`src/ifd_pkg.sv`:
```
package ifd_pkg;

    localparam int unsigned ByteW = 8;

    typedef enum logic [2:0] {
        PH_HUNT = 3'd0,
        PH_ADDR = 3'd1,
        PH_CTRL = 3'd2,
        PH_BCC1 = 3'd3,
        PH_DATA = 3'd4
    } phase_t;

    typedef enum logic [1:0] {
        KIND_DATA = 2'd0,
        KIND_GOOD = 2'd1,
        KIND_BAD  = 2'd2,
        KIND_HDR  = 2'd3
    } kind_t;

    typedef enum logic [2:0] {
        ACK_NONE = 3'd0,
        ACK_RR0  = 3'd1,
        ACK_RR1  = 3'd2,
        ACK_REJ0 = 3'd3,
        ACK_REJ1 = 3'd4
    } ack_t;

    typedef enum logic [2:0] {
        CFG_FLAG      = 3'd0,
        CFG_ESCAPE    = 3'd1,
        CFG_STUF_FLAG = 3'd2,
        CFG_STUF_ESC  = 3'd3,
        CFG_ADDRESS   = 3'd4,
        CFG_CTRL_ZERO = 3'd5,
        CFG_CTRL_ONE  = 3'd6
    } cfg_idx_t;

    localparam logic [ByteW-1:0] RstFlag     = 8'd126;
    localparam logic [ByteW-1:0] RstEscape   = 8'd125;
    localparam logic [ByteW-1:0] RstStufFlag = 8'd94;
    localparam logic [ByteW-1:0] RstStufEsc  = 8'd93;
    localparam logic [ByteW-1:0] RstAddress  = 8'd3;
    localparam logic [ByteW-1:0] RstCtrlZero = 8'd0;
    localparam logic [ByteW-1:0] RstCtrlOne  = 8'd64;

    typedef struct packed {
        logic [ByteW-1:0] flag_byte;
        logic [ByteW-1:0] escape_byte;
        logic [ByteW-1:0] stuffed_flag_code;
        logic [ByteW-1:0] stuffed_escape_code;
        logic [ByteW-1:0] address_byte;
        logic [ByteW-1:0] control_seq_zero;
        logic [ByteW-1:0] control_seq_one;
    } cfg_t;

    typedef struct packed {
        logic             valid;
        kind_t            kind;
        logic [ByteW-1:0] data_byte;
        logic             frame_seq;
        ack_t             ack_code;
    } result_t;

endpackage

```
`src/info_frame_deframer.sv`:
```
// an item is registered in in_byte_reg on entry, and its result, if any, is
// registered in out_reg when the parser fires on that item
// throughput: one item per cycle unless m_ready stalls the output; the single
// per-byte state update bounds it; reset: aresetn low at a clock edge clears
// the pipeline valids and parser state and restores the default frame codes
module info_frame_deframer (
    input  logic                      aclk,
    input  logic                      aresetn,
    input  logic                      cfg_wr_en,
    input  logic [2:0]                cfg_index,
    input  logic [ifd_pkg::ByteW-1:0] cfg_wr_data,
    input  logic                      s_valid,
    output logic                      s_ready,
    input  logic [ifd_pkg::ByteW-1:0] s_rx_byte,
    output logic                      m_valid,
    input  logic                      m_ready,
    output logic [1:0]                m_kind,
    output logic [ifd_pkg::ByteW-1:0] m_data_byte,
    output logic                      m_frame_seq,
    output logic [2:0]                m_ack_code
);

    ifd_pkg::cfg_t             cfg;
    ifd_pkg::result_t          res;
    logic                      in_valid_reg, in_valid_next;
    logic [ifd_pkg::ByteW-1:0] in_byte_reg;
    logic                      out_valid_reg, out_valid_next;
    ifd_pkg::result_t          out_reg;
    logic                      advance;

    ifd_cfg_regs u_cfg (
        .aclk        (aclk),
        .aresetn     (aresetn),
        .cfg_wr_en   (cfg_wr_en),
        .cfg_index   (cfg_index),
        .cfg_wr_data (cfg_wr_data),
        .cfg         (cfg)
    );

    ifd_parser u_parser (
        .aclk    (aclk),
        .aresetn (aresetn),
        .cfg     (cfg),
        .fire    (advance),
        .rx_byte (in_byte_reg),
        .res     (res)
    );

    assign advance = in_valid_reg && (!out_valid_reg || m_ready);
    assign s_ready = !in_valid_reg || advance;

    always_comb begin
        in_valid_next  = (in_valid_reg && !advance) || s_valid;
        out_valid_next = (out_valid_reg && !m_ready) || (advance && res.valid);
        if (!s_ready) begin
            in_valid_next = in_valid_reg;
        end
    end

    always_ff @(posedge aclk) begin
        if (!aresetn) begin
            in_valid_reg  <= 1'b0;
            out_valid_reg <= 1'b0;
        end else begin
            in_valid_reg  <= in_valid_next;
            out_valid_reg <= out_valid_next;
        end
    end

    always_ff @(posedge aclk) begin
        if (s_valid && s_ready) begin
            in_byte_reg <= s_rx_byte;
        end
        if (advance && res.valid) begin
            out_reg <= res;
        end
    end

    assign m_valid     = out_valid_reg;
    assign m_kind      = out_reg.kind;
    assign m_data_byte = out_reg.data_byte;
    assign m_frame_seq = out_reg.frame_seq;
    assign m_ack_code  = out_reg.ack_code;

endmodule

```
`src/ifd_cfg_regs.sv`:
```
module ifd_cfg_regs (
    input  logic                     aclk,
    input  logic                     aresetn,
    input  logic                     cfg_wr_en,
    input  logic [2:0]               cfg_index,
    input  logic [ifd_pkg::ByteW-1:0] cfg_wr_data,
    output ifd_pkg::cfg_t            cfg
);

    ifd_pkg::cfg_t cfg_reg;
    ifd_pkg::cfg_t cfg_next;

    always_comb begin
        cfg_next = cfg_reg;
        if (cfg_wr_en) begin
            unique case (ifd_pkg::cfg_idx_t'(cfg_index))
                ifd_pkg::CFG_FLAG:      cfg_next.flag_byte           = cfg_wr_data;
                ifd_pkg::CFG_ESCAPE:    cfg_next.escape_byte         = cfg_wr_data;
                ifd_pkg::CFG_STUF_FLAG: cfg_next.stuffed_flag_code   = cfg_wr_data;
                ifd_pkg::CFG_STUF_ESC:  cfg_next.stuffed_escape_code = cfg_wr_data;
                ifd_pkg::CFG_ADDRESS:   cfg_next.address_byte        = cfg_wr_data;
                ifd_pkg::CFG_CTRL_ZERO: cfg_next.control_seq_zero    = cfg_wr_data;
                ifd_pkg::CFG_CTRL_ONE:  cfg_next.control_seq_one     = cfg_wr_data;
                default:                cfg_next = cfg_reg;
            endcase
        end
    end

    always_ff @(posedge aclk) begin
        if (!aresetn) begin
            cfg_reg.flag_byte           <= ifd_pkg::RstFlag;
            cfg_reg.escape_byte         <= ifd_pkg::RstEscape;
            cfg_reg.stuffed_flag_code   <= ifd_pkg::RstStufFlag;
            cfg_reg.stuffed_escape_code <= ifd_pkg::RstStufEsc;
            cfg_reg.address_byte        <= ifd_pkg::RstAddress;
            cfg_reg.control_seq_zero    <= ifd_pkg::RstCtrlZero;
            cfg_reg.control_seq_one     <= ifd_pkg::RstCtrlOne;
        end else begin
            cfg_reg <= cfg_next;
        end
    end

    assign cfg = cfg_reg;

endmodule

```
`src/ifd_parser.sv`:
```
module ifd_parser (
    input  logic                      aclk,
    input  logic                      aresetn,
    input  ifd_pkg::cfg_t             cfg,
    input  logic                      fire,
    input  logic [ifd_pkg::ByteW-1:0] rx_byte,
    output ifd_pkg::result_t          res
);

    ifd_pkg::phase_t           phase_reg, phase_next;
    logic                      esc_reg, esc_next;
    logic [ifd_pkg::ByteW-1:0] held_reg, held_next;
    logic                      held_valid_reg, held_valid_next;
    logic [ifd_pkg::ByteW-1:0] xor_reg, xor_next;
    logic                      seq_reg, seq_next;
    logic                      expected_reg, expected_next;

    logic                      take;
    logic [ifd_pkg::ByteW-1:0] take_val;
    logic [ifd_pkg::ByteW-1:0] ctrl_sel;
    logic                      good;
    ifd_pkg::ack_t             rej_ack;

    assign ctrl_sel = seq_reg ? cfg.control_seq_one : cfg.control_seq_zero;
    assign good     = held_valid_reg && (xor_reg == held_reg);
    assign rej_ack  = expected_reg ? ifd_pkg::ACK_REJ1 : ifd_pkg::ACK_REJ0;

    // next state
    always_comb begin
        phase_next      = phase_reg;
        esc_next        = esc_reg;
        held_next       = held_reg;
        held_valid_next = held_valid_reg;
        xor_next        = xor_reg;
        seq_next        = seq_reg;
        expected_next   = expected_reg;
        take            = 1'b0;
        take_val        = rx_byte;
        unique case (phase_reg)
            ifd_pkg::PH_ADDR: begin
                if (rx_byte == cfg.address_byte) begin
                    phase_next = ifd_pkg::PH_CTRL;
                end else if (rx_byte == cfg.flag_byte) begin
                    phase_next = ifd_pkg::PH_ADDR;
                    seq_next   = 1'b0;
                end else begin
                    phase_next = ifd_pkg::PH_HUNT;
                end
            end
            ifd_pkg::PH_CTRL: begin
                if (rx_byte == cfg.control_seq_zero) begin
                    seq_next   = 1'b0;
                    phase_next = ifd_pkg::PH_BCC1;
                end else if (rx_byte == cfg.control_seq_one) begin
                    seq_next   = 1'b1;
                    phase_next = ifd_pkg::PH_BCC1;
                end else if (rx_byte == cfg.flag_byte) begin
                    phase_next = ifd_pkg::PH_ADDR;
                    seq_next   = 1'b0;
                end else begin
                    phase_next = ifd_pkg::PH_HUNT;
                end
            end
            ifd_pkg::PH_BCC1: begin
                if (rx_byte == (cfg.address_byte ^ ctrl_sel)) begin
                    phase_next      = ifd_pkg::PH_DATA;
                    esc_next        = 1'b0;
                    held_valid_next = 1'b0;
                    held_next       = '0;
                    xor_next        = '0;
                end else if (rx_byte == cfg.flag_byte) begin
                    phase_next = ifd_pkg::PH_ADDR;
                    seq_next   = 1'b0;
                end else begin
                    phase_next = ifd_pkg::PH_HUNT;
                end
            end
            ifd_pkg::PH_DATA: begin
                if (rx_byte == cfg.flag_byte) begin
                    esc_next   = 1'b0;
                    phase_next = ifd_pkg::PH_HUNT;
                    if (good) begin
                        expected_next = ~expected_reg;
                    end
                end else if (esc_reg && rx_byte == cfg.stuffed_escape_code) begin
                    esc_next = 1'b0;
                    take     = 1'b1;
                    take_val = cfg.escape_byte;
                end else if (esc_reg && rx_byte == cfg.stuffed_flag_code) begin
                    esc_next = 1'b0;
                    take     = 1'b1;
                    take_val = cfg.flag_byte;
                end else if (rx_byte == cfg.escape_byte) begin
                    esc_next = 1'b1;
                end else begin
                    esc_next = 1'b0;
                    take     = 1'b1;
                end
            end
            default: begin
                if (rx_byte == cfg.flag_byte) begin
                    phase_next = ifd_pkg::PH_ADDR;
                    seq_next   = 1'b0;
                end else begin
                    phase_next = ifd_pkg::PH_HUNT;
                end
            end
        endcase
        if (take) begin
            if (held_valid_reg) begin
                xor_next = xor_reg ^ held_reg;
            end
            held_next       = take_val;
            held_valid_next = 1'b1;
        end
    end

    // result
    always_comb begin
        res           = '0;
        res.kind      = ifd_pkg::KIND_DATA;
        res.ack_code  = ifd_pkg::ACK_NONE;
        res.frame_seq = seq_reg;
        unique case (phase_reg)
            ifd_pkg::PH_ADDR, ifd_pkg::PH_CTRL, ifd_pkg::PH_BCC1: begin
                if (phase_next == ifd_pkg::PH_HUNT) begin
                    res.valid    = 1'b1;
                    res.kind     = ifd_pkg::KIND_HDR;
                    res.ack_code = rej_ack;
                end
            end
            ifd_pkg::PH_DATA: begin
                if (rx_byte == cfg.flag_byte) begin
                    res.valid = 1'b1;
                    if (good) begin
                        res.kind     = ifd_pkg::KIND_GOOD;
                        res.ack_code = expected_reg ? ifd_pkg::ACK_RR0 : ifd_pkg::ACK_RR1;
                    end else begin
                        res.kind     = ifd_pkg::KIND_BAD;
                        res.ack_code = rej_ack;
                    end
                end else if (take && held_valid_reg) begin
                    res.valid     = 1'b1;
                    res.data_byte = held_reg;
                end
            end
            default: begin
                res.valid = 1'b0;
            end
        endcase
    end

    always_ff @(posedge aclk) begin
        if (!aresetn) begin
            phase_reg      <= ifd_pkg::PH_HUNT;
            esc_reg        <= 1'b0;
            held_reg       <= '0;
            held_valid_reg <= 1'b0;
            xor_reg        <= '0;
            seq_reg        <= 1'b0;
            expected_reg   <= 1'b0;
        end else if (fire) begin
            phase_reg      <= phase_next;
            esc_reg        <= esc_next;
            held_reg       <= held_next;
            held_valid_reg <= held_valid_next;
            xor_reg        <= xor_next;
            seq_reg        <= seq_next;
            expected_reg   <= expected_next;
        end
    end

    a_good_toggles: assert property (@(posedge aclk) disable iff (!aresetn)
        fire && res.valid && res.kind == ifd_pkg::KIND_GOOD
        |=> expected_reg != $past(expected_reg))
        else $error("good frame did not toggle expected number");

    a_data_in_payload: assert property (@(posedge aclk) disable iff (!aresetn)
        res.valid && res.kind == ifd_pkg::KIND_DATA
        |-> phase_reg == ifd_pkg::PH_DATA && held_valid_reg)
        else $error("payload item outside payload field");

    a_hdr_in_header: assert property (@(posedge aclk) disable iff (!aresetn)
        res.valid && res.kind == ifd_pkg::KIND_HDR
        |-> phase_reg == ifd_pkg::PH_ADDR || phase_reg == ifd_pkg::PH_CTRL
            || phase_reg == ifd_pkg::PH_BCC1)
        else $error("header error outside header");

    a_end_hunts: assert property (@(posedge aclk) disable iff (!aresetn)
        fire && res.valid && res.kind != ifd_pkg::KIND_DATA
        |=> phase_reg == ifd_pkg::PH_HUNT)
        else $error("no return to hunting after frame end");

endmodule
```
`config.mk`:
```
export PLATFORM = sky130hd
export DESIGN_NAME = info_frame_deframer
export DESIGN_NICKNAME = d
export VERILOG_FILES = /design/src/ifd_pkg.sv /design/src/info_frame_deframer.sv /design/src/ifd_cfg_regs.sv /design/src/ifd_parser.sv
export SDC_FILE = /design/constraint.sdc
export NUM_CORES = 1
export LEC_CHECK = 0
export ABC_AREA = 1
export BUFFER_PORTS_ARGS = -buffer_cell sky130_fd_sc_hd__buf_4
export CAP_MARGIN = 40
export CORE_MARGIN = 5
export CORE_UTILIZATION = 33
export DETAILED_ROUTE_END_ITERATION = 10
export REMOVE_ABC_BUFFERS = 1
export SYNTH_ARGS = -nofsm -noshare
export SYNTH_HDL_FRONTEND = slang
export SYNTH_SLANG_ARGS = --single-unit
```
`constraint.sdc`:
```
create_clock -name aclk -period 5.2 [get_ports aclk]
set_input_delay 0.52 -clock aclk [delete_from_list [all_inputs] [get_ports aclk]]
set_output_delay 0.52 -clock aclk [all_outputs]
set_load 0.01 [all_outputs]
```
# Word level (Yosys, flattened, before mapping)
# Index checks and enable logic that the tools add are counted.
# totals
regBits,103
# op_classes
n_eq_ne,22
mux,51
n_bitwise,5
reduce_logical,35
# ops
op,n
two-way mux 8 bit,12
== test 8 bit,9
two-way mux 3 bit,10
two-way mux 1 bit,20
XOR 8 bit,2
AND reduction 2 bit,7
"== test 3 x 2 -> 1 bit, second input constant",4
"== test 3 bit, second input constant",4
case mux 3 bit (4 select lines),1
logical AND 1 bit,9
AND reduction 4 bit,2
"== test 3 x 1 -> 1 bit, second input constant",2
zero test 3 bit,2
two-way mux 2 bit,3
case mux 3 bit (2 select lines),1
AND reduction 3 bit,2
nonzero test 2 bit,3
OR reduction 3 bit,2
zero test 1 bit,4
logical OR 1 bit,4
"inequality test 2 bit, second input constant",2
case mux 1 bit (2 select lines),2
case mux 1 bit (4 select lines),1
case mux 2 bit (2 select lines),1
2 further kinds,4

# Logic depth before layout (Yosys ltp)
# Gate-level depths: netlist (run 1).
# logic_depth
word_depth,12
mapped_depth,17
ltp_nobuf,16

# Hierarchy
# A second synthesis (run 1) with hierarchy kept.
# unflattened
cells_unflattened,877
area_unflattened_um2,5978.2
# by_module_without_submodules
module,instances,cells_each,area_per_inst_um2,seq_area_each_um2
ifd_parser,1,536,3031.7,460.4
ifd_cfg_regs,1,302,2178.3,1121.1
info_frame_deframer,1,39,768.2,700.7

# Worst setup path before layout (run 1)
# Ideal clock, no wire load.
# synth_timing
kind,flip-flop to flip-flop
start,reg in_byte_reg[2] (netlist bit)
end,"reg out_reg, in the netlist m_ack_code[0] (enable)"
setup_time_ns,0.354
arrival_time_ns,1.804
required_time_ns,4.846
slack_ns,3.042
path_stages_with_launch,14
path_buffers,1
synth_period_minus_slack_ns,2.158
path_cell_list,edfxtp_1 buf_6 xor2_1 nor2_1 nand2_1 nor2_4 nor2_4 inv_2 nand2_1 nor2_2 nand2_2 nand2_1 nand2_1 inv_1
# synth_between
elab_chain_len,11
elab_cells_between_ends,29
classes_between,8 x eq/ne; 16 x mux; 5 x reduce/logical
# synth_rtl
item,line,source
start: declaration,info_frame_deframer.sv:26,logic [ifd_pkg::ByteW-1:0] in_byte_reg;
start signal: assignment,info_frame_deframer.sv:72,in_byte_reg <= s_rx_byte;
== test 8 bit (on tied branches),"ifd_parser.sv:93, ifd_parser.sv:89",
two-way mux 1 bit / logical AND 1 bit (equally long branches),"ifd_parser.sv:93, ifd_parser.sv:89",
two-way mux 1 bit,ifd_parser.sv:89,end else if (esc_reg && rx_byte == cfg.stuffed_flag_code) begin
two-way mux 1 bit,ifd_parser.sv:85,end else if (esc_reg && rx_byte == cfg.stuffed_escape_code) begin
two-way mux 1 bit,ifd_parser.sv:79,if (rx_byte == cfg.flag_byte) begin
two-way mux 1 bit,ifd_parser.sv:39,unique case (phase_reg)
logical AND 1 bit,ifd_parser.sv:142,end else if (take && held_valid_reg) begin
two-way mux 1 bit,ifd_parser.sv:142,
two-way mux 1 bit,ifd_parser.sv:133,if (rx_byte == cfg.flag_byte) begin
case mux 1 bit (2 select lines) (*),ifd_parser.sv:124,unique case (phase_reg)
logical AND 1 bit (*),info_frame_deframer.sv:74,if (advance && res.valid) begin
end signal: assignment,info_frame_deframer.sv:75,out_reg <= res;
end: declaration,info_frame_deframer.sv:28,ifd_pkg::result_t out_reg;
# Mark *: on every way between the ends. The rest lies on a longest branch, timed or not.
# A chain may end at the register's enable or synchronous reset.

# Worst setup path after layout (run 1)
# layout_timing
start,reg in_byte_reg[1] (netlist bit)
end,"reg out_reg, in the netlist m_ack_code[1] (enable)"
# The elaborated chain is that of the path after synthesis.

==> out/metrics.csv, run 1 <==
metric,value,unit
cts_resized,0,
ys_ff_latch,103,
crit_type,reg -> reg,
drive_gt1_frac,0.111,
cpMostUsedCell,nand2_1,
synthCells,774,
clockBufferDepth,2,
fin_cells,1022,
min_period,2.94,ns
cts_hold_buf,0,
p_int,1.27,mW
finalCritPeriodShare,0.566,
status,"complete, no violations",
io_pins,40,
cp.required,5.20,ns
core_area,16500,sq um
synthDistinctLibCells,39,
setup_viol_count_final,0,
dieHeight,140,um
grt-ovfl-total,0,
rsz0062_at_grt,no,
diodes,0,
avgSynthCellArea,7.17,sq um
place_hpwl,10700,um
post_cts_buffers,0,
vias,4854,
first_iter_violations,294,
seq_area_frac_synth,0.411,
core.rowCount,47,
slowest_delay,0.67,ns
async_flop_share,0,
gr-usage-all-layers,0.154,
fin_skew,0.00930,ns
place_congestion,0.882,
initial_core_util,0.336,
hold_class,in -> reg,
cp_slowest_cell,edfxtp_1,
grt_max_degree,68,
wl,14700,um
drtPass1Iterations,5,
tns,0,ns
power.share.clock,0.383,
p_sw,0.479,mW
viasPerCell,4.75,
cts_buffers,9,
fmax,340,MHz
worstMarginPinSlew,0.775,ns
cp-start-kind,flop,
grt_pass1_wl,24100,um
cp.arrival,2.94,ns
combPwrFrac,0.113,
synthesis.area,5550,sq um
dieArea,19500,sq um
final-hold-violation-count,0,
ys_warn_count,0,
total_power,1.75,mW
ant_nets,0,
grt_antenna_before_repair,0,
cap_violations,0,
dpl.cell_count,1006,
synth_flop_cell,dfxtp_1,
slew_headroom,0.482,
irDropWorstVdd,0.224,mV
clk_latency,0.36,ns
cts_tree,built,
leakagePower,2.69,nW
cp_cell_sequence,"inv_2, nand2_1, nand2_1, inv_1, nand2_1, nor2_2, nand3_4, nand3_4, nand3_4, nand2_1, nand2_1, nand2_1, nand2_1, inv_1",
slew_violations,0,
io_buffers,39,
cts.sinks,103,
p_seq_frac,0.504,
endpoint_kind,flop,
post_drt_wl_per_cell,14.4,um
drc_errors,0,
clk_pin_slew_worst_paths,0.07,ns
dieWidth,140,um
grt_pass1_vias,4510,
powerDensity,281,nW/um^2
synth_edf_count,22,
cp_max_fo,16,
cts-root-buf,clkbuf_16,
largest_reg_flops,56,
htree_levels,3,
synthToLayoutAreaGrowth,12.4,%
final_nets,822,
netSwitchingFraction,0.273,
## power groups by stage
stage	clock network, mW	logic, mW	registers [mW]
2_1_floorplan	0	0.130	0.890
3_3_place_gp	0	0.198	0.901
3_5_place_dp	0	0.199	0.901
4_1_cts	0.683	0.200	0.883
5_1_grt	0.725	0.226	0.887
6_report	0.671	0.199	0.883
## cell usage in the layout, fill, tap and decap left out, types with 2 or more instances in the layout
cell type / instances
a21oi_1: 41
o21ai_2: 2
nor2_2: 5
xor2_1: 20
nor2_4: 3
dfxtp_1: 81
inv_6: 2
o22ai_1: 2
o211ai_1: 30
a31oi_1: 5
o21ai_0: 48
inv_1: 86
clkbuf_8: 2
nor3_1: 5
inv_2: 5
buf_4: 40
clkinv_1: 2
edfxtp_1: 22
a21oi_2: 2
clkbuf_16: 9
xnor2_1: 11
nor2_1: 63
nand4_1: 12
inv_4: 6
nand2_2: 2
nand3_4: 3
nand3_1: 28
nand2_4: 3
o21ai_1: 3
nand2_1: 249
## final timing paths
kind	to	cells after the start	start	slack [ns]
max	m_ack_code[1]	14	in_byte_reg[1]	2.26
min	in_byte_reg[7]	1	s_rx_byte[7]	0.33
max reg2reg	m_ack_code[1]	14	in_byte_reg[1]	2.26
min reg2reg	u_cfg.cfg[25]	2	u_cfg.cfg[25]	0.48
## cell families (layout without fill, tap and decap cells)
group / after synthesis / in the layout / share of synthesized area
AND/OR/NAND/NOR: 378 / 378 / 0.295
AO/OA/AOI/OAI: 136 / 136 / 0.144
buffers and inverters: 125 / 153 / 0.0992
flip-flops: 103 / 103 / 0.411
XOR/XNOR: 31 / 31 / 0.0489
adder cells (fa/ha/maj): 1 / 1 / 0.00225
## layer usage
layer	part of all wire	track usage	up-vias
met1	0.48	0.217	2159
li1	-	-	2535
met3	0.066	0.0439	17
met2	0.44	0.238	143
met4	0.012	0.0301	0
met5	0	0	-
## area by class of cell
class	instances	area (sq um)
sequential	103	2280
tap	220	275
clock inverter	5	37.5
fill	1745	10300
multi-input combinational	546	2720
inverter	97	374
clock buffer	11	253
timing repair buffer	40	300
## worst max-delay path, delay by kind of cell (launching register included)
kind / cells / cell delay, ns
simple gates: 11 / 1.27
buf+inv: 3 / 0.63
flops: 1 / 0.67
## Yosys cell counts, types with 3 or more instances
library cell,number,area [sq um]
nand2_1,249,935
inv_1,86,323
dfxtp_1,81,1620
nor2_1,63,236
o21ai_0,48,240
a21oi_1,41,205
o211ai_1,30,225
nand3_1,28,140
edfxtp_1,22,661
xor2_1,20,175
clkbuf_1,14,52.6
nand4_1,12,75.1
xnor2_1,11,96.3
buf_6,7,78.8
a31oi_1,5,31.3
inv_2,5,18.8
nor2_2,5,31.3
nor3_1,5,25.0
buf_4,4,30.0
inv_4,4,25.0
buf_2,3,15.0
nand2_4,3,33.8
nand3_4,3,52.6
nor2_4,3,33.8
o21ai_1,3,15.0
## through the flow
stage | area (sq um) | util | setup WS [ns] | hold WS [ns]
floorplan | 5370 | - | 2.86 | 0.439
global placement | 5940 | 0.360 | 2.29 | 0.460
detailed placement | 5950 | 0.360 | 2.30 | 0.464
CTS | 6240 | 0.378 | 2.26 | 0.325
global route | 6240 | 0.378 | 2.04 | 0.321
finish | 6240 | 0.378 | 2.26 | 0.333
(Power assumes the default switching activity.)
==> run 2: changes to the inputs <==
Clock period 5.2 ns to 2.49 ns, I/O delays scaled along.
==> out/metrics.csv, run 2 (synthesis results as in run 1) <==
metric,value,unit,change
status,"complete, no violations",,unchanged
htree_levels,3,,unchanged
crit_type,reg -> reg,,unchanged
irDropWorstVdd,0.361,mV,was 0.224 mV
cp.required,2.55,ns,was 5.20 ns
rr_worst_depth,14,,unchanged
fin_skew,0.0163,ns,was 0.00930 ns
cts.sinks,103,,unchanged
grt-ovfl-total,0,,unchanged
r2r_slack,0.13,ns,was 2.26 ns
final-hold-violation-count,0,,unchanged
cap_violations,0,,unchanged
drive_gt1_frac,0.160,,was 0.111
grt_pass1_vias,4526,,was 4510
cts-root-buf,clkbuf_16,,unchanged
cp_max_fo,14,,was 16
finalCritPeriodShare,0.948,,was 0.566
multi_input_area,2730,sq um,was 2720 sq um
clockBufferDepth,2,,unchanged
drc_errors,0,,unchanged
hp-start,s_rx_byte[4],,was s_rx_byte[7]
critPathTopFamily,simple AND/OR/NAND/NOR gates,,unchanged
ant_nets,0,,unchanged
final_nets,865,,was 822
path_buf_inv,4,,was 3
clk_latency,0.36,ns,about the same
clk_pin_slew_worst_paths,0.07,ns,about the same
grt_pass1_wl,24100,um,about the same
fmax,423,MHz,was 340 MHz
min_to,in_byte_reg[4],,was in_byte_reg[7]
total_power,3.73,mW,was 1.75 mW
final_cell_mix,"248 x nand2_1, 85 x inv_1, 81 x dfxtp_1",,"was 249 x nand2_1, 86 x inv_1, 81 x dfxtp_1"
cp.arrival,2.42,ns,was 2.94 ns
post_drt_wl_per_cell,14.3,um,was 14.4 um
tns,0,ns,unchanged
drtPass1Iterations,5,,unchanged
endpoint_kind,flop,,unchanged
worstMarginPinSlew,0.547,ns,was 0.775 ns
grt_antenna_before_repair,0,,unchanged
viasPerCell,4.74,,was 4.75
whs_path_depth,1,,unchanged
whs,0.0690,ns,was 0.333 ns
slowest_delay,0.57,ns,was 0.67 ns
final_common_cell,nand2_1,,unchanged
vias,5046,,was 4854
dieWidth,140,um,unchanged
dieHeight,140,um,unchanged
setup_viol_count_final,0,,unchanged
wl,15300,um,was 14700 um
cp_cell_sequence,"buf_6, buf_4, nand2_1, nand3_1, nor2_4, nand3_4, nand3_4, nand3_4, nand2_1, nand2_1, nand2_1, nand2_1, inv_1, buf_12",,"was inv_2, nand2_1, nand2_1, inv_1, nand2_1, nor2_2, nand3_4, nand3_4, nand3_4, nand2_1, nand2_1, nand2_1, nand2_1, inv_1"
place_congestion,0.865,,was 0.882
diodes,0,,unchanged
leakagePower,2.90,nW,was 2.69 nW
rr_endpoint,m_frame_seq,,was m_ack_code[1]
cp-start-kind,flop,,unchanged
slew_violations,0,,unchanged
powerDensity,565,nW/um^2,was 281 nW/um^2
synthToLayoutAreaGrowth,19.0,%,was 12.4%
core.rowCount,47,,unchanged
place_hpwl,11200,um,was 10700 um
cts_buffers,9,,unchanged
reg2reg_from,in_byte_reg[1],,unchanged
rsz0062_at_grt,no,,unchanged
min_period,2.36,ns,was 2.94 ns
slew_headroom,0.635,,was 0.482
core_area,16500,sq um,unchanged
io_pins,40,,unchanged
gr-usage-all-layers,0.154,,about the same
cts_tree,built,,unchanged
grt_max_degree,31,,was 68
register_area,2280,sq um,unchanged
largest_reg_flops,56,,unchanged
hold_class,in -> reg,,unchanged
initial_core_util,0.336,,unchanged
first_iter_violations,330,,was 294
dieArea,19500,sq um,unchanged
crit_path_start,in_byte_reg[1],,unchanged
io_buffers,39,,unchanged
cp_slowest_cell,edfxtp_1,,unchanged
nFillCells,1736,,was 1745
cpMostUsedCell,nand2_1,,unchanged
run 2: changes by cell type in the layout (fill, tap and decap cells not counted), sizes merged:
cell / before / now
buf: 40 / 83
clkinv: 2 / 4
clkinvlp: 1 / 2
inv: 99 / 96
run 2: worst max-delay path by stage:
stage / endpoint / slack [ns] / cells past startpoint
after floorplan: m_ack_code[0] / 0.15 / 10
after global placement: m_data_byte[3] / 0.08 / 16
after detailed placement: m_data_byte[2] / 0.08 / 16
after CTS: m_ack_code[1] / 0.06 / 16
after global routing: m_ack_code[0] / 0.001 / 16
final: m_frame_seq / 0.13 / 14
run 2: area by class of cell:
type | instances | share of cell area
Timing Repair Buffer | 83 | 0.0973
Sequential cell | 103 | 0.345
Multi-Input combinational cell | 546 | 0.413
Clock inverter | 5 | 0.00568
Inverter | 97 | 0.0570
Tap cell | 220 | 0.0417
Clock buffer | 11 | 0.0400
run 2: repair_timing:
action	in CTS	in global routing
endpoints found under the hold margin	0	0
hold buffers	0	0
endpoints found under the setup margin	0	24
buffers inserted	0	24
resized for setup	0	7
run 2: where the power goes:
part / internal [mW] / switching (mW) / leakage, nW
clock network: 0.770 / 0.651 / 0.143
logic: 0.193 / 0.298 / 1.90
registers: 1.77 / 0.0561 / 0.855
total: 2.73 / 1.01 / 2.90
run 2: per-layer routing:
layer	part of all wire	GRT usage	up-vias	wire, um
li1	-	-	2615	-
met1	0.49	0.223	2269	7440
met2	0.44	0.232	144	6690
met3	0.061	0.0360	18	927
met4	0.014	0.0408	0	213
met5	0	0	-	0
run 2: per-stage QoR:
step / area (sq um) / util / worst slack, ns / instances
after floorplan: 5370 / - / 0.152 / 746
after global placement: 6100 / 0.369 / 0.0814 / 1025
after detailed placement: 6100 / 0.369 / 0.0818 / 1025
after CTS: 6410 / 0.388 / 0.0588 / 1041
after global routing: 6610 / 0.400 / 0.00129 / 1065
final: 6610 / 0.400 / 0.129 / 1065
==> run 3: changes to the inputs <==
Settings changed: CTS_BUF_LIST set to sky130_fd_sc_hd__clkbuf_4.
==> out/metrics.csv, run 3 (synthesis results as in run 1) <==
metric,value,unit,change
netSwitchingFraction,0.294,,was 0.269
fmax,420,MHz,was 423 MHz
slew_headroom,0.633,,was 0.635
dieHeight,140,um,unchanged
dieArea,19500,sq um,unchanged
place_congestion,0.865,,unchanged
fin_skew,0.0318,ns,was 0.0163 ns
slowest_delay,0.59,ns,was 0.57 ns
core_area,16500,sq um,unchanged
final_cell_mix,"248 x nand2_1, 85 x inv_1, 81 x dfxtp_1",,unchanged
cp_max_fo,14,,unchanged
multi_input_area,2730,sq um,unchanged
post_drt_wl_per_cell,14.1,um,was 14.3 um
cts_buffers,9,,unchanged
combPwrFrac,0.154,,was 0.132
io_pins,40,,unchanged
wl,15200,um,was 15300 um
cts-root-buf,clkbuf_4,,was clkbuf_16
path_buf_inv,4,,unchanged
p_seq_frac,0.567,,was 0.488
min_period,2.38,ns,was 2.36 ns
met1_usage,0.222,,was 0.223
p_sw,0.950,mW,was 1.01 mW
met2_usage,0.231,,was 0.232
crit_type,reg -> reg,,unchanged
powerDensity,494,nW/um^2,was 565 nW/um^2
clk_latency,0.50,ns,was 0.36 ns
fin_cells,1073,,was 1065
finalCritPeriodShare,0.956,,was 0.948
irDropWorstVdd,0.362,mV,was 0.361 mV
cp.depth,14,,unchanged
final_nets,873,,was 865
cts_tree,built,,unchanged
setup_viol_count_final,0,,unchanged
rr_worst_depth,14,,unchanged
drc_errors,0,,unchanged
clockBufferDepth,2,,unchanged
core.rowCount,47,,unchanged
viasPerCell,4.74,,about the same
whs_path_depth,3,,was 1
drtPass1Iterations,5,,unchanged
initial_core_util,0.336,,unchanged
synthToLayoutAreaGrowth,17.6,%,was 19.0%
p_int,2.28,mW,was 2.73 mW
register_area,2280,sq um,unchanged
cts.sinks,103,,unchanged
slew_violations,0,,unchanged
final_util,0.395,,was 0.400
critPathTopFamily,simple AND/OR/NAND/NOR gates,,unchanged
status,"complete, no violations",,unchanged
cp.required,2.70,ns,was 2.55 ns
grt_pass1_wl,24000,um,was 24100 um
dieWidth,140,um,unchanged
cp_slowest_cell,edfxtp_1,,unchanged
grt_pass1_vias,4572,,was 4526
dpl.cell_count,1025,,unchanged
diodes,0,,unchanged
cap_violations,0,,unchanged
io_buffers,39,,unchanged
cp_cell_sequence,"buf_6, buf_4, nand2_1, nand3_1, nor2_4, nand3_4, nand3_4, nand3_4, nand2_1, nand2_1, nand2_1, nand2_1, inv_1, buf_12",,unchanged
leakagePower,2.86,nW,was 2.90 nW
grt_antenna_before_repair,0,,unchanged
whs,0.0445,ns,was 0.0690 ns
grt-ovfl-total,0,,unchanged
worstMarginPinSlew,0.549,ns,was 0.547 ns
cp.arrival,2.59,ns,was 2.42 ns
hold_class,in -> reg,,unchanged
power.share.clock,0.280,,was 0.381
top_usage_layer,met2,,unchanged
ant_nets,0,,unchanged
grt_util_met3,0.0343,,was 0.0360
drive_gt1_frac,0.157,,was 0.160
htree_levels,3,,unchanged
place_hpwl,11200,um,unchanged
final_common_cell,nand2_1,,unchanged
cp-start-kind,flop,,unchanged
endpoint_kind,flop,,unchanged
grt_max_degree,31,,unchanged
vias,5082,,was 5046
clk_pin_slew_worst_paths,0.16,ns,was 0.07 ns
largest_reg_flops,56,,unchanged
nFillCells,1740,,was 1736
gr-usage-all-layers,0.154,,about the same
final-hold-violation-count,0,,unchanged
first_iter_violations,324,,was 330
cpMostUsedCell,nand2_1,,unchanged
run 3: cell count changes in the layout (fill, tap and decap cells not counted):
cell	delta
dlygate4sd3_1	+9
inv_2	+1
bufinv_16	+1
clkbuf_8	-1
clkbuf_16	-10
buf_4	-1
clkbuf_4	+9
run 3: timing repair:
action / 4_1_cts / 5_1_grt
hold buffers: 9 / 0
endpoints found under the hold margin: 9 / 0
setup endpoints to repair: 0 / 25
setup buffers: 0 / 23
gates resized for setup: 0 / 7
run 3: worst paths after layout:
check                                       from                to  slack, ns
worst min register to register  u_parser.esc_reg  u_parser.esc_reg       0.48
worst max register to register    in_byte_reg[1]         m_kind[0]       0.11
worst min-delay path              cfg_wr_data[2]     u_cfg.cfg[42]       0.04
worst max-delay path              in_byte_reg[1]         m_kind[0]       0.11
run 3: routing by layer:
metal / part of all wire / wire [um] / vias up
met4: 0.014 / 220 / 0
li1: - / - / 2635
met2: 0.43 / 6560 / 165
met3: 0.068 / 1030 / 22
met1: 0.49 / 7370 / 2260
met5: 0 / 0 / -
run 3: final cells by class:
class,instances,area share
clock buffers,9,0.0104
inverters,97,0.0577
repair buffers,91,0.111
clock inverters,7,0.0109
well taps,220,0.0422
multi-input cells,546,0.418
flip-flops and latches,103,0.350
run 3: stage by stage:
step	worst slack [ns]	instance area [sq um]	setup TNS [ns]	power, mW
2_1_floorplan	0.152	5370	0	2.13
6_report	0.110	6530	0	3.23
3_5_place_dp	0.0818	6100	0	2.31
4_1_cts	0.0419	6330	0	3.22
3_3_place_gp	0.0814	6100	0	2.31
5_1_grt	-0.0200	6530	-0.138	3.39
run 3: worst reg2reg max path: stages, from the launching register on:
cell	delay, ns
edfxtp_1	0.59
buf_6	0.20
buf_4	0.14
nand2_1	0.06
nand3_1	0.15
nor2_4	0.20
nand3_4	0.10
nand3_4	0.10
nand3_4	0.07
nand2_1	0.07
nand2_1	0.04
nand2_1	0.06
nand2_1	0.07
inv_1	0.10
buf_12	0.14
run 3: power by group through the flow:
stage | logic [mW] | clock network [mW] | registers, mW
2_1_floorplan | 0.271 | 0 | 1.86
3_3_place_gp | 0.439 | 0 | 1.87
3_5_place_dp | 0.440 | 0 | 1.87
4_1_cts | 0.453 | 0.931 | 1.84
5_1_grt | 0.556 | 0.997 | 1.84
6_report | 0.496 | 0.903 | 1.83
